$ cat src/rtl/core/trbc_pkg.sv
`timescale 1ns / 1ps

package trbc_pkg;

  localparam int RING_DEPTH   = 64;
  localparam int HANDLE_WIDTH = 32;

  localparam int IDX_W      = (RING_DEPTH > 1) ? $clog2(RING_DEPTH) : 1;
  localparam int CAP_W      = $clog2(RING_DEPTH + 1);
  localparam int CAP_RST    = (RING_DEPTH < 64) ? RING_DEPTH : 64;
  localparam int CFG_CAP_W  = 7;
  localparam int LEN_W      = 16;
  localparam int BYTES_W    = 22;
  localparam int ENT_W      = 6;
  localparam int HPORT_W    = 32;
  localparam int CMD_W      = 2;
  localparam int KIND_W     = 2;
  localparam int STAT_W     = 2;
  localparam int CFG_IDX_W  = 1;
  localparam int CFG_DATA_W = 16;
  localparam int ALU_W      = BYTES_W + 1;

  localparam logic [LEN_W-1:0] MAX_BATCH_RST = 16'd1460;

  localparam logic [CFG_IDX_W-1:0] CFG_RING_CAP  = 1'b0;
  localparam logic [CFG_IDX_W-1:0] CFG_MAX_BATCH = 1'b1;

  typedef enum logic [CMD_W-1:0] {
    CMD_PUSH   = 2'd0,
    CMD_CPL    = 2'd1,
    CMD_GATHER = 2'd2
  } cmd_t;

  typedef enum logic [KIND_W-1:0] {
    KIND_SUM  = 2'd0,
    KIND_REL  = 2'd1,
    KIND_DESC = 2'd2
  } kind_t;

  typedef enum logic [STAT_W-1:0] {
    ST_OK       = 2'd0,
    ST_FULL     = 2'd1,
    ST_UNDERRUN = 2'd2
  } status_t;

  typedef enum logic [3:0] {
    S_IDLE,
    S_PUSH,
    S_CRD,
    S_CCMP,
    S_CPART,
    S_COFS,
    S_CREL,
    S_GRD,
    S_GSUM,
    S_GCHK,
    S_SUM
  } state_t;

  typedef enum logic {
    ALU_ADD,
    ALU_SUB
  } alu_op_t;

  typedef struct packed {
    logic [HANDLE_WIDTH-1:0] handle;
    logic [LEN_W-1:0]        rem;
    logic [LEN_W-1:0]        ofs;
  } entry_t;

  typedef struct packed {
    logic             en;
    logic [IDX_W-1:0] addr;
    entry_t           data;
  } mem_wr_t;

  typedef struct packed {
    logic             en;
    logic [IDX_W-1:0] addr;
  } mem_rd_t;

  typedef struct packed {
    alu_op_t          op;
    logic [ALU_W-1:0] a;
    logic [ALU_W-1:0] b;
  } alu_req_t;

  // ring successor, wrapping at the programmed capacity
  function automatic logic [IDX_W-1:0] next_slot(input logic [IDX_W-1:0] idx,
                                                 input logic [CAP_W-1:0] cap);
    logic [CAP_W-1:0] n;
    n = CAP_W'(idx) + 1'b1;
    return (n >= cap) ? '0 : IDX_W'(n);
  endfunction

endpackage

$ cat src/rtl/core/trbc_mem.sv
`timescale 1ns / 1ps

module trbc_mem import trbc_pkg::*; (
  input  logic    clk,
  input  mem_wr_t wr,
  input  mem_rd_t rd,
  output entry_t  rd_data_r
);

  // descriptor storage: handle, bytes remaining, bytes sent
  entry_t mem_r [RING_DEPTH];

  always_ff @(posedge clk) begin
    if (wr.en) begin
      mem_r[wr.addr] <= wr.data;
    end
  end

  always_ff @(posedge clk) begin
    if (rd.en) begin
      rd_data_r <= mem_r[rd.addr];
    end
  end

endmodule

$ cat config.mk
export PLATFORM = sky130hd
export DESIGN_NAME = trbc_mem
export DESIGN_NICKNAME = d
export VERILOG_FILES = /design/src/rtl/core/trbc_pkg.sv /design/src/rtl/core/trbc_mem.sv
export SDC_FILE = /design/constraint.sdc
export NUM_CORES = 2
export LEC_CHECK = 0
export ABC_CLOCK_PERIOD_IN_PS = 6770
export BUFFER_PORTS_ARGS = -buffer_cell sky130_fd_sc_hd__buf_4
export CAP_MARGIN = 10
export CELL_PAD_IN_SITES_DETAIL_PLACEMENT = 0
export CELL_PAD_IN_SITES_GLOBAL_PLACEMENT = 1
export CORE_ASPECT_RATIO = 0.9
export CORE_MARGIN = 1.5
export CORE_UTILIZATION = 38
export DETAILED_ROUTE_END_ITERATION = 10
export PLACE_DENSITY = 0.58
export SLEW_MARGIN = 20
export SYNTH_ARGS = -nofsm -noshare
export SYNTH_HDL_FRONTEND = slang
export SYNTH_SLANG_ARGS = --single-unit
$ cat constraint.sdc
create_clock -name clk -period 6.77 [get_ports clk]
set_clock_uncertainty 0.15 [all_clocks]
set_input_delay 0.3385 -clock clk [delete_from_list [all_inputs] [get_ports clk]]
set_output_delay 0.3385 -clock clk [all_outputs]
set_load 0.005 [all_outputs]
==> results_dict.tcl <==
set metrics [dict create \
    status "finished clean" \
    synth.avg_cell_area_um2 23.8 \
    setup_tns_ps 0 \
    grt_pass1_wl_um 642000 \
    cts_hold_buf 73 \
    clk_latency_ps 970 \
    grt_max_degree 124 \
    hpwl_um 242000 \
    gp_congestion 0.756 \
    ir_drop_v 0.000233 \
    leakage_nw 55.5 \
    cts_buffer_depth 4 \
    ys_seq_elements 4160 \
    hold-path-cell-count 4 \
    areaGrowthSynthToFinish_pct 14.8 \
    fin_cells 12943 \
    r2r_cells 4 \
    fillers 34737 \
    wl_per_cell_um 36.2 \
    multi_input_area_um2 30800 \
    grt_pass1_vias 76866 \
    antenna_found_initial 40 \
    placed_cells 12082 \
    synth_top_cells_by_area "edfxtp_1 80%, mux4_2 15%, mux2i_1 0.86%" \
    htree_num_levels 5 \
    powerDensity_nw_per_um2 301 \
    syn-num-nets 6677 \
    netlist_area_um2 157000 \
    regArea_um2 125000 \
    finalMaxSlewViolations 0 \
    relSlewSlack_pct 19.1 \
    netlist_instances 6598 \
    cts_sinks 4160 \
    grt_overflow 0 \
    period_share_pct 51.9 \
    cts_buffers 424 \
    hold_path_class "in2reg" \
    postCtsSetupBuffers 0 \
    cp_max_fo 27 \
    cts_tree "done" \
    cap_violations 0 \
    rows 223 \
    drt_iter0_drc 9781 \
    coreArea_um2 411000 \
    max_freq_mhz 284 \
    place_ws_ps 2800 \
    finalNetCount 7148 \
    vias 75959 \
    critPathRequiredTime_ps 7190 \
    die_w_um 681 \
    synth_top_cell_by_area "edfxtp_1" \
    root_buffer "clkbuf_16" \
    yosys_warnings 0 \
    grt_usage_pct 22.2 \
    portBuffers 142 \
    path_clk_slew_ps 60 \
    setup_violations 0 \
    die_h_um 613 \
    fin_crit_ps 3520 \
    synth-seq-area-share_pct 79.6 \
    layout_commonest_cell "edfxtp_1" \
    final_cell_mix "4,160 x edfxtp_1, 1,024 x mux4_2, 426 x clkbuf_16, 292 x buf_4, 168 x a22oi_1" \
    drc 0 \
    wirelength_um 469000 \
    cts_resized 0 \
    synth_top_area_share_pct 79.6 \
    hold_viol_final 0 \
    drt-vias-per-instance 5.87 \
    crit_type "in2reg" \
    rsz0062_at_grt "false" \
    end_kind "flip-flop" \
    dieArea_um2 417000 \
    arrival_ps 3930 \
    start_kind "input port" \
    synth_cell_type_count 32 \
    start_util_pct 38.2 \
    drt_pass1_iterations 6 \
    ant_nets 0 \
    worstMarginPinSlew_ps 1210 \
    drive_above_1_share_pct 27.7 \
    fin_ws_ps 3250 \
    pin_count 143 \
]
## stage by stage
stage	hold WS (ps)	total power, mW	area (µm²)	utilization (%)
final	99.6	54.3	180000	43.9
after global routing	105	55.8	180000	43.9
after CTS	43.5	54.8	180000	43.9
after detailed placement	629	31.7	166000	40.4
after global placement	620	31.7	166000	40.4
after floorplan	287	30.5	157000	-
## worst paths after layout
path | startpoint | end | slack (ps)
worst max-delay path | wr[70] | mem_r[22][37] | 3250
worst min-delay path | wr[69] | mem_r[30][28] | 100
worst max register to register | mem_r[7][62] | rd_data_r[62] | 4350
worst min register to register | mem_r[39][44] | rd_data_r[44] | 770
## synthesized netlist by cell type (all sizes together)
| cell | number |
|---|---|
| o22ai | 83 |
| mux4 | 1024 |
| nand3 | 45 |
| or2 | 28 |
| and3 | 64 |
| a2bb2oi | 19 |
| a31o | 1 |
| nand4 | 2 |
| nand2b | 11 |
| nand2 | 58 |
| nor2b | 28 |
| nand4b | 1 |
| a22oi | 168 |
| inv | 19 |
| a31oi | 18 |
| a41oi | 26 |
| edfxtp | 4160 |
| mux2i | 135 |
| or3b | 1 |
| nor3 | 2 |
| buf | 230 |
| a22o | 88 |
| and2 | 3 |
| nand3b | 2 |
| o221ai | 38 |
| clkbuf | 140 |
| a211oi | 63 |
| nor2 | 112 |
| or3 | 29 |
## power by group
group	leakage (nW)	internal (mW)	switching, mW	total (mW)
logic	11.4	0.932	1.57	2.50
registers	37.5	28.6	0.124	28.7
clock network	6.61	13.2	9.95	23.1
## cell families (layout without fill, tap and decap cells)
group	after synthesis	after routing	synth area share [%]
compound gates	504	504	2.47
buf+inv	389	1216	1.18
flops	4160	4160	79.6
mux	1159	1159	15.6
other cells	0	6	0
simple gates	386	386	1.23
## critical path, stage by stage
cell and delay [ps]:
dlygate4sd3_1 660, buf_4 190, nor2b_1 250, nand3_1 650
nor2_4 920, buf_4 790
## cell type report
class	instances	share of cell area, %
multi-input cells	2049	17.1
flip-flops and latches	4160	69.3
clock buffers	509	6.09
well taps	5512	3.83
clock inverters	273	1.47
diodes	6	0.00833
inverters	19	0.0396
repair buffers	415	2.18
## state kept, by name, summed over array words and instances (netlist names)
register,count
mem_r,4096
rd_data_r,64
## metal layers
metal	global-route usage (%)	up-vias	wire, µm
li1	-	29556	-
met3	3.01	594	33300
met2	35.5	3123	222000
met5	0	-	57
met1	32.8	42676	203000
met4	4.83	10	10400
Power figures use the tool's default switching activity.
