File: src/rtl/core/trbc_pkg.sv
`timescale 1ns / 1ps

package trbc_pkg;

  localparam int RING_DEPTH   = 64;
  localparam int HANDLE_WIDTH = 32;

  localparam int IDX_W      = (RING_DEPTH > 1) ? $clog2(RING_DEPTH) : 1;
  localparam int CAP_W      = $clog2(RING_DEPTH + 1);
  localparam int CAP_RST    = (RING_DEPTH < 64) ? RING_DEPTH : 64;
  localparam int CFG_CAP_W  = 7;
  localparam int LEN_W      = 16;
  localparam int BYTES_W    = 22;
  localparam int ENT_W      = 6;
  localparam int HPORT_W    = 32;
  localparam int CMD_W      = 2;
  localparam int KIND_W     = 2;
  localparam int STAT_W     = 2;
  localparam int CFG_IDX_W  = 1;
  localparam int CFG_DATA_W = 16;
  localparam int ALU_W      = BYTES_W + 1;

  localparam logic [LEN_W-1:0] MAX_BATCH_RST = 16'd1460;

  localparam logic [CFG_IDX_W-1:0] CFG_RING_CAP  = 1'b0;
  localparam logic [CFG_IDX_W-1:0] CFG_MAX_BATCH = 1'b1;

  typedef enum logic [CMD_W-1:0] {
    CMD_PUSH   = 2'd0,
    CMD_CPL    = 2'd1,
    CMD_GATHER = 2'd2
  } cmd_t;

  typedef enum logic [KIND_W-1:0] {
    KIND_SUM  = 2'd0,
    KIND_REL  = 2'd1,
    KIND_DESC = 2'd2
  } kind_t;

  typedef enum logic [STAT_W-1:0] {
    ST_OK       = 2'd0,
    ST_FULL     = 2'd1,
    ST_UNDERRUN = 2'd2
  } status_t;

  typedef enum logic [3:0] {
    S_IDLE,
    S_PUSH,
    S_CRD,
    S_CCMP,
    S_CPART,
    S_COFS,
    S_CREL,
    S_GRD,
    S_GSUM,
    S_GCHK,
    S_SUM
  } state_t;

  typedef enum logic {
    ALU_ADD,
    ALU_SUB
  } alu_op_t;

  typedef struct packed {
    logic [HANDLE_WIDTH-1:0] handle;
    logic [LEN_W-1:0]        rem;
    logic [LEN_W-1:0]        ofs;
  } entry_t;

  typedef struct packed {
    logic             en;
    logic [IDX_W-1:0] addr;
    entry_t           data;
  } mem_wr_t;

  typedef struct packed {
    logic             en;
    logic [IDX_W-1:0] addr;
  } mem_rd_t;

  typedef struct packed {
    alu_op_t          op;
    logic [ALU_W-1:0] a;
    logic [ALU_W-1:0] b;
  } alu_req_t;

  // ring successor, wrapping at the programmed capacity
  function automatic logic [IDX_W-1:0] next_slot(input logic [IDX_W-1:0] idx,
                                                 input logic [CAP_W-1:0] cap);
    logic [CAP_W-1:0] n;
    n = CAP_W'(idx) + 1'b1;
    return (n >= cap) ? '0 : IDX_W'(n);
  endfunction

endpackage

File: src/rtl/core/trbc_alu.sv
`timescale 1ns / 1ps

module trbc_alu import trbc_pkg::*; (
  input  alu_req_t         req,
  output logic [ALU_W-1:0] res,
  output logic             carry
);

  logic [ALU_W:0] full;

  // carry doubles as borrow on subtract: set when a < b
  always_comb begin
    if (req.op == ALU_ADD) begin
      full = {1'b0, req.a} + {1'b0, req.b};
    end else begin
      full = {1'b0, req.a} - {1'b0, req.b};
    end
  end

  assign res   = full[ALU_W-1:0];
  assign carry = full[ALU_W];

endmodule

File: config.mk
export PLATFORM = sky130hd
export DESIGN_NAME = trbc_alu
export DESIGN_NICKNAME = d
export VERILOG_FILES = /design/src/rtl/core/trbc_pkg.sv /design/src/rtl/core/trbc_alu.sv
export SDC_FILE = /design/constraint.sdc
export NUM_CORES = 1
export LEC_CHECK = 0
export CAP_MARGIN = 15
export CORE_MARGIN = 2
export CORE_UTILIZATION = 40
export DETAILED_ROUTE_END_ITERATION = 7
export DONT_BUFFER_PORTS = 1
export PLACE_DENSITY = 0.64
export SYNTH_ARGS = -nofsm -noshare
export SYNTH_HDL_FRONTEND = slang
export SYNTH_SLANG_ARGS = --single-unit
File: constraint.sdc
create_clock -name vclk -period 3.3
set_input_delay 0.165 -clock vclk [all_inputs]
set_output_delay 0.165 -clock vclk [all_outputs]
set_load 0.01 [all_outputs]
==> impl_metrics.py, run 1 <==
metrics = {
    "sta": {
        "finalSetupViolCount": 0,
        "finalSetupTns_ns": 0,
        "max_clock_freq_mhz": 332,
        "finalCriticalPeriod_ns": 3.02,
        "tightest_slew_ns": 0.497,
        "hold_viol_final": 0,
        "rsz0062_at_grt": "false",
        "report.final.slew_viol_count": 0,
        "post-route-period-util_pct": 91.4,
        "relSlewSlack_pct": 66.6,
    },
    "job": {
        "maxCapViolations": 0,
    },
    "grt": {
        "grt_max_degree": 24,
        "antenna_found_initial": 0,
        "grt_pass1_wl_um": 6690,
        "grt_overflow": 0,
        "first_global_vias": 1542,
        "grt_util_all_layers_pct": 18.0,
    },
    "synthesis": {
        "yosys.area_share.adder_pct": 20.0,
        "synthSimpleGateAreaFrac_pct": 23.1,
        "synth_common_cells": "34 x xnor2_1, 30 x a21oi_1, 25 x ha_1",
        "synth_compound_area_share_pct": 29.5,
        "synth_top_area_share_pct": 18.8,
        "synth_top_family_by_area": "compound AO/OA/AOI/OAI gates",
        "synth_xor_area_share_pct": 22.1,
        "synthCells": 237,
        "post-synth-top-count-cell": "xnor2_1",
        "synthMuxAreaShare_pct": 0.601,
        "ys_types": 49,
        "synth_area_leaders": "ha_1 19%, xnor2_1 18%, a21oi_1 9.0%",
        "synth_top_cell_by_area": "ha_1",
        "syn_avg_cell_area_um2": 7.03,
        "synth-warning-count": 0,
        "netlist_area_um2": 1670,
        "synth_nets": 310,
        "ys_seq_area_share_pct": 0,
    },
    "placement": {
        "dp_hpwl_um": 3830,
        "port_buffers": 0,
        "gp_congestion": 0.878,
    },
    "die": {
        "die_h_um": 68.5,
        "dieArea_um2": 4700,
        "core_area_um2": 4000,
        "start_util_pct": 41.6,
        "ios": 71,
        "die_x_um": 68.5,
        "rows": 23,
    },
    "layout": {
        "seq_cell_count": 0,
        "num_antenna_cells": 0,
        "layout-drive-gt1-share_pct": 10.2,
        "filler_cell_count": 418,
        "final_util_pct": 44.3,
        "clock_buffers": 0,
        "seq_area_um2": 0,
        "fin_nets": 311,
        "syn2layout_area_growth_pct": 6.39,
    },
    "drt": {
        "first_iter_violations": 62,
        "dr_wl_met2_um": 2040,
        "drt-met1-wl_um": 1890,
        "vias": 1662,
        "antenna_left": 0,
        "routed.top_layer": "met4",
        "wirelength_um": 4360,
        "viasPerCell": 5.81,
        "dr.pass1.iters": 4,
        "drc_errors": 0,
        "wl_met3_um": 392,
        "routedWlPerCell_um": 15.3,
    },
    "power_and_ir_drop": {
        "p_total_uw": 501,
        "p_leak_nw": 0.737,
        "powerDensity_nw_per_um2": 283,
        "ir_drop_mv": 0.160,
    },
    "worst_hold_path": {
        "hold_class": "in2out",
    },
    "setup_path": {
        "startpoint_type": "input pin",
        "cp_max_fo": 4,
        "endpoint": "res[21]",
        "cp.required_ns": 3.13,
        "cp-end-kind": "output port",
        "critPathLaunch": "req[9]",
        "arrival_ns": 2.85,
        "path_class": "in2out",
    },
    "status": {
        "status": "finished, final reports clean",
    },
}
[cells by family (layout without fill, tap and decap cells)]
family	Yosys count	after routing
XOR/XNOR	42	42
buffers and inverters	19	18
AND/OR/NAND/NOR	77	77
multiplexers	1	1
AO/OA/AOI/OAI	72	72
adder cells (fa/ha/maj)	26	26
[worst min path at each step]
stage,depth (start not counted),endpoint,start
after CTS,2,res[0],req[0]
after global routing,2,res[0],req[0]
after floorplan,2,res[0],req[0]
final,2,res[0],req[0]
after global placement,2,res[0],req[0]
after detailed placement,2,res[0],req[0]
[power by group]
group | total, mW | internal [mW] | switching [mW]
logic | 0.501 | 0.200 | 0.301
registers | 0 | 0 | 0
clock network | 0 | 0 | 0
[critical path, stage by stage]
cell and delay [ns]:
or3_1 0.45, nor3_1 0.29, nor2_1 0.09, xnor2_1 0.23, ha_1 0.32, a21oi_1 0.25
o21ai_0 0.17, a311oi_2 0.33, nor2_1 0.13, a31oi_1 0.26, xnor2_2 0.17
[stage by stage]
step / setup WS, ns / instances / hold slack, ns / cell area, um^2
after floorplan: 0.433 / 237 / 0.488 / 1670
after global placement: 0.116 / 285 / 0.494 / 1720
after detailed placement: 0.0784 / 285 / 0.496 / 1720
after CTS: 0.0555 / 285 / 0.497 / 1720
after global routing: 0.0281 / 286 / 0.504 / 1770
final: 0.284 / 286 / 0.495 / 1770
[repair_timing]
action	in CTS	in global routing
hold buffers	0	0
gates resized for setup	0	9
setup endpoints to repair	0	8
setup buffers	0	1
[area by class of cell]
class | instances | area [um^2] | share of cell area, %
Multi-Input combinational cell | 218 | 1630 | 92.0
Inverter | 15 | 56.3 | 3.18
Tap cell | 50 | 62.6 | 3.53
Timing Repair Buffer | 3 | 22.5 | 1.27
[routing by layer]
metal	track usage (%)	up-vias
met5	0	-
met4	2.50	0
met3	3.41	4
met2	31.3	57
met1	23.6	742
li1	-	859
[layout by cell type, fill, tap and decap left out, drive strengths merged, types with 2 or more instances in the layout]
cell type   n
nor2       19
inv        15
nand3       3
xnor2      34
nand2b      2
ha         25
a21oi      31
xor2        8
a21o        6
nor4        3
nand2      19
o21ai      11
or3         2
o211ai      2
and2        3
buf         3
a31oi      11
and3        2
o21bai      2
nor3       13
nor2b       4
No activity file was read; power rests on OpenSTA's default activity.
==> inputs of run 2 (changes only) <==
- CAP_MARGIN: 15 -> default
- CORE_UTILIZATION: 40 -> 30
- PLACE_DENSITY: 0.64 -> 0.54
==> impl_metrics.py, run 2 (synthesized netlist as in run 1, its figures left out) <==
metrics = {
    "sta": {
        "relSlewSlack_pct": 67.3,
        "finalWorstSetupSlack_ns": 0.204,
        "max_clock_freq_mhz": 323,
        "finalSetupTns_ns": 0,
        "hold_viol_final": 0,
        "hold_slack_ns": 0.495,
        "tightest_slew_ns": 0.491,
        "post-route-period-util_pct": 93.8,
        "rsz0062_at_grt": "false",
        "finalSetupViolCount": 0,
        "finalCriticalPeriod_ns": 3.10,
        "report.final.slew_viol_count": 0,
    },
    "layout": {
        "seq_area_um2": 0,
        "layout-drive-gt1-share_pct": 9.75,
        "clock_buffers": 0,
        "seq_cell_count": 0,
        "fin_nets": 311,
        "fin_cells": 308,
        "multi_input_area_um2": 1620,
        "design_area_um2": 1790,
        "syn2layout_area_growth_pct": 7.44,
        "filler_cell_count": 587,
        "final_cell_mix": "33 x xnor2_1, 29 x a21oi_1, 25 x ha_1, 19 x nor2_1, 18 x nand2_1",
        "final_util_pct": 32.9,
        "num_antenna_cells": 0,
        "final_common_cell": "xnor2_1",
    },
    "placement": {
        "dp_slack_ns": 0.169,
        "dp.cells": 308,
        "place_area_um2": 1750,
        "dp_hpwl_um": 4180,
        "gp_congestion": 0.831,
        "port_buffers": 0,
    },
    "power_and_ir_drop": {
        "powerDensity_nw_per_um2": 280,
        "switchingPower_uw": 305,
        "p_leak_nw": 0.732,
        "clockPowerShare_pct": 0,
        "ir_drop_mv": 0.129,
        "pwr-share-comb_pct": 100.0,
        "seqPwrFrac_pct": 0,
        "sw_frac_of_total_pct": 60.8,
        "p_total_uw": 502,
        "p_int_uw": 197,
    },
    "drt": {
        "antenna_left": 0,
        "first_iter_violations": 50,
        "wirelength_um": 4710,
        "dr.pass1.iters": 4,
        "viasPerCell": 5.45,
        "drc_errors": 0,
        "vias": 1679,
        "routedWlPerCell_um": 15.3,
    },
    "setup_path": {
        "cp-end-kind": "output port",
        "startpoint_type": "input pin",
        "crit_slowest_cell": "ha_1",
        "path_common_cell": "xnor2_1",
        "cp_max_fo": 5,
        "crit_family": "compound AO/OA/AOI/OAI gates",
        "cp_num_buf_inv": 0,
        "path_cells": "nor2_1 -> nand2_1 -> nor3_1 -> nor3b_4 -> a21oi_1 -> xnor2_1 -> ha_1 -> a21o_1 -> o21ba_2 -> o221ai_1 -> a31oi_4 -> o21ai_2 -> a21oi_2 -> xnor2_1",
        "arrival_ns": 2.93,
        "cp_slowest_stage_delay_ns": 0.34,
        "cp.required_ns": 3.13,
        "path_class": "in2out",
    },
    "grt": {
        "busiest_layer": "met2",
        "grt_util_all_layers_pct": 14.8,
        "first_global_vias": 1653,
        "grt_max_degree": 24,
        "grt_pass1_wl_um": 7610,
        "grt_overflow": 0,
        "grt_use_met1_pct": 18.9,
        "antenna_found_initial": 0,
        "met2_usage_pct": 26.8,
        "met3_usage_pct": 3.33,
    },
    "die": {
        "die_h_um": 78.5,
        "core_area_um2": 5440,
        "rows": 27,
        "ios": 71,
        "start_util_pct": 30.6,
        "die_x_um": 78.5,
        "dieArea_um2": 6160,
    },
    "job": {
        "maxCapViolations": 0,
    },
    "worst_hold_path": {
        "hold_class": "in2out",
    },
    "clocking": {
        "postCtsSetupRepairBufs": 0,
    },
    "status": {
        "status": "finished, final reports clean",
    },
}
run 2: final cells by class:
type	count	share of cell area [%]
Inverter	15	3.15
Multi-Input combinational cell	218	90.6
Timing Repair Buffer	3	1.26
Tap cell	72	5.03
run 2: power groups by stage:
stage	Sequential, mW	Clock [mW]	Combinational (mW)
floorplan	0	0	0.421
global placement	0	0	0.495
detailed placement	0	0	0.494
CTS	0	0	0.496
global route	0	0	0.554
finish	0	0	0.502
run 2: worst paths after layout:
kind	startpoint	end	depth (start not counted)
worst max-delay path	req[3]	res[22]	14
worst min-delay path	req[0]	res[0]	2
run 2: what timing repair did:
action,4_1_cts,5_1_grt
endpoints found under the setup margin,0,5
hold buffers,0,0
gates resized for setup,0,7
run 2: metal layers:
metal / part of all wire, % / up-vias
met5: 0 / -
li1: - / 864
met1: 44 / 767
met4: 0 / 0
met3: 6.7 / 0
met2: 49 / 48
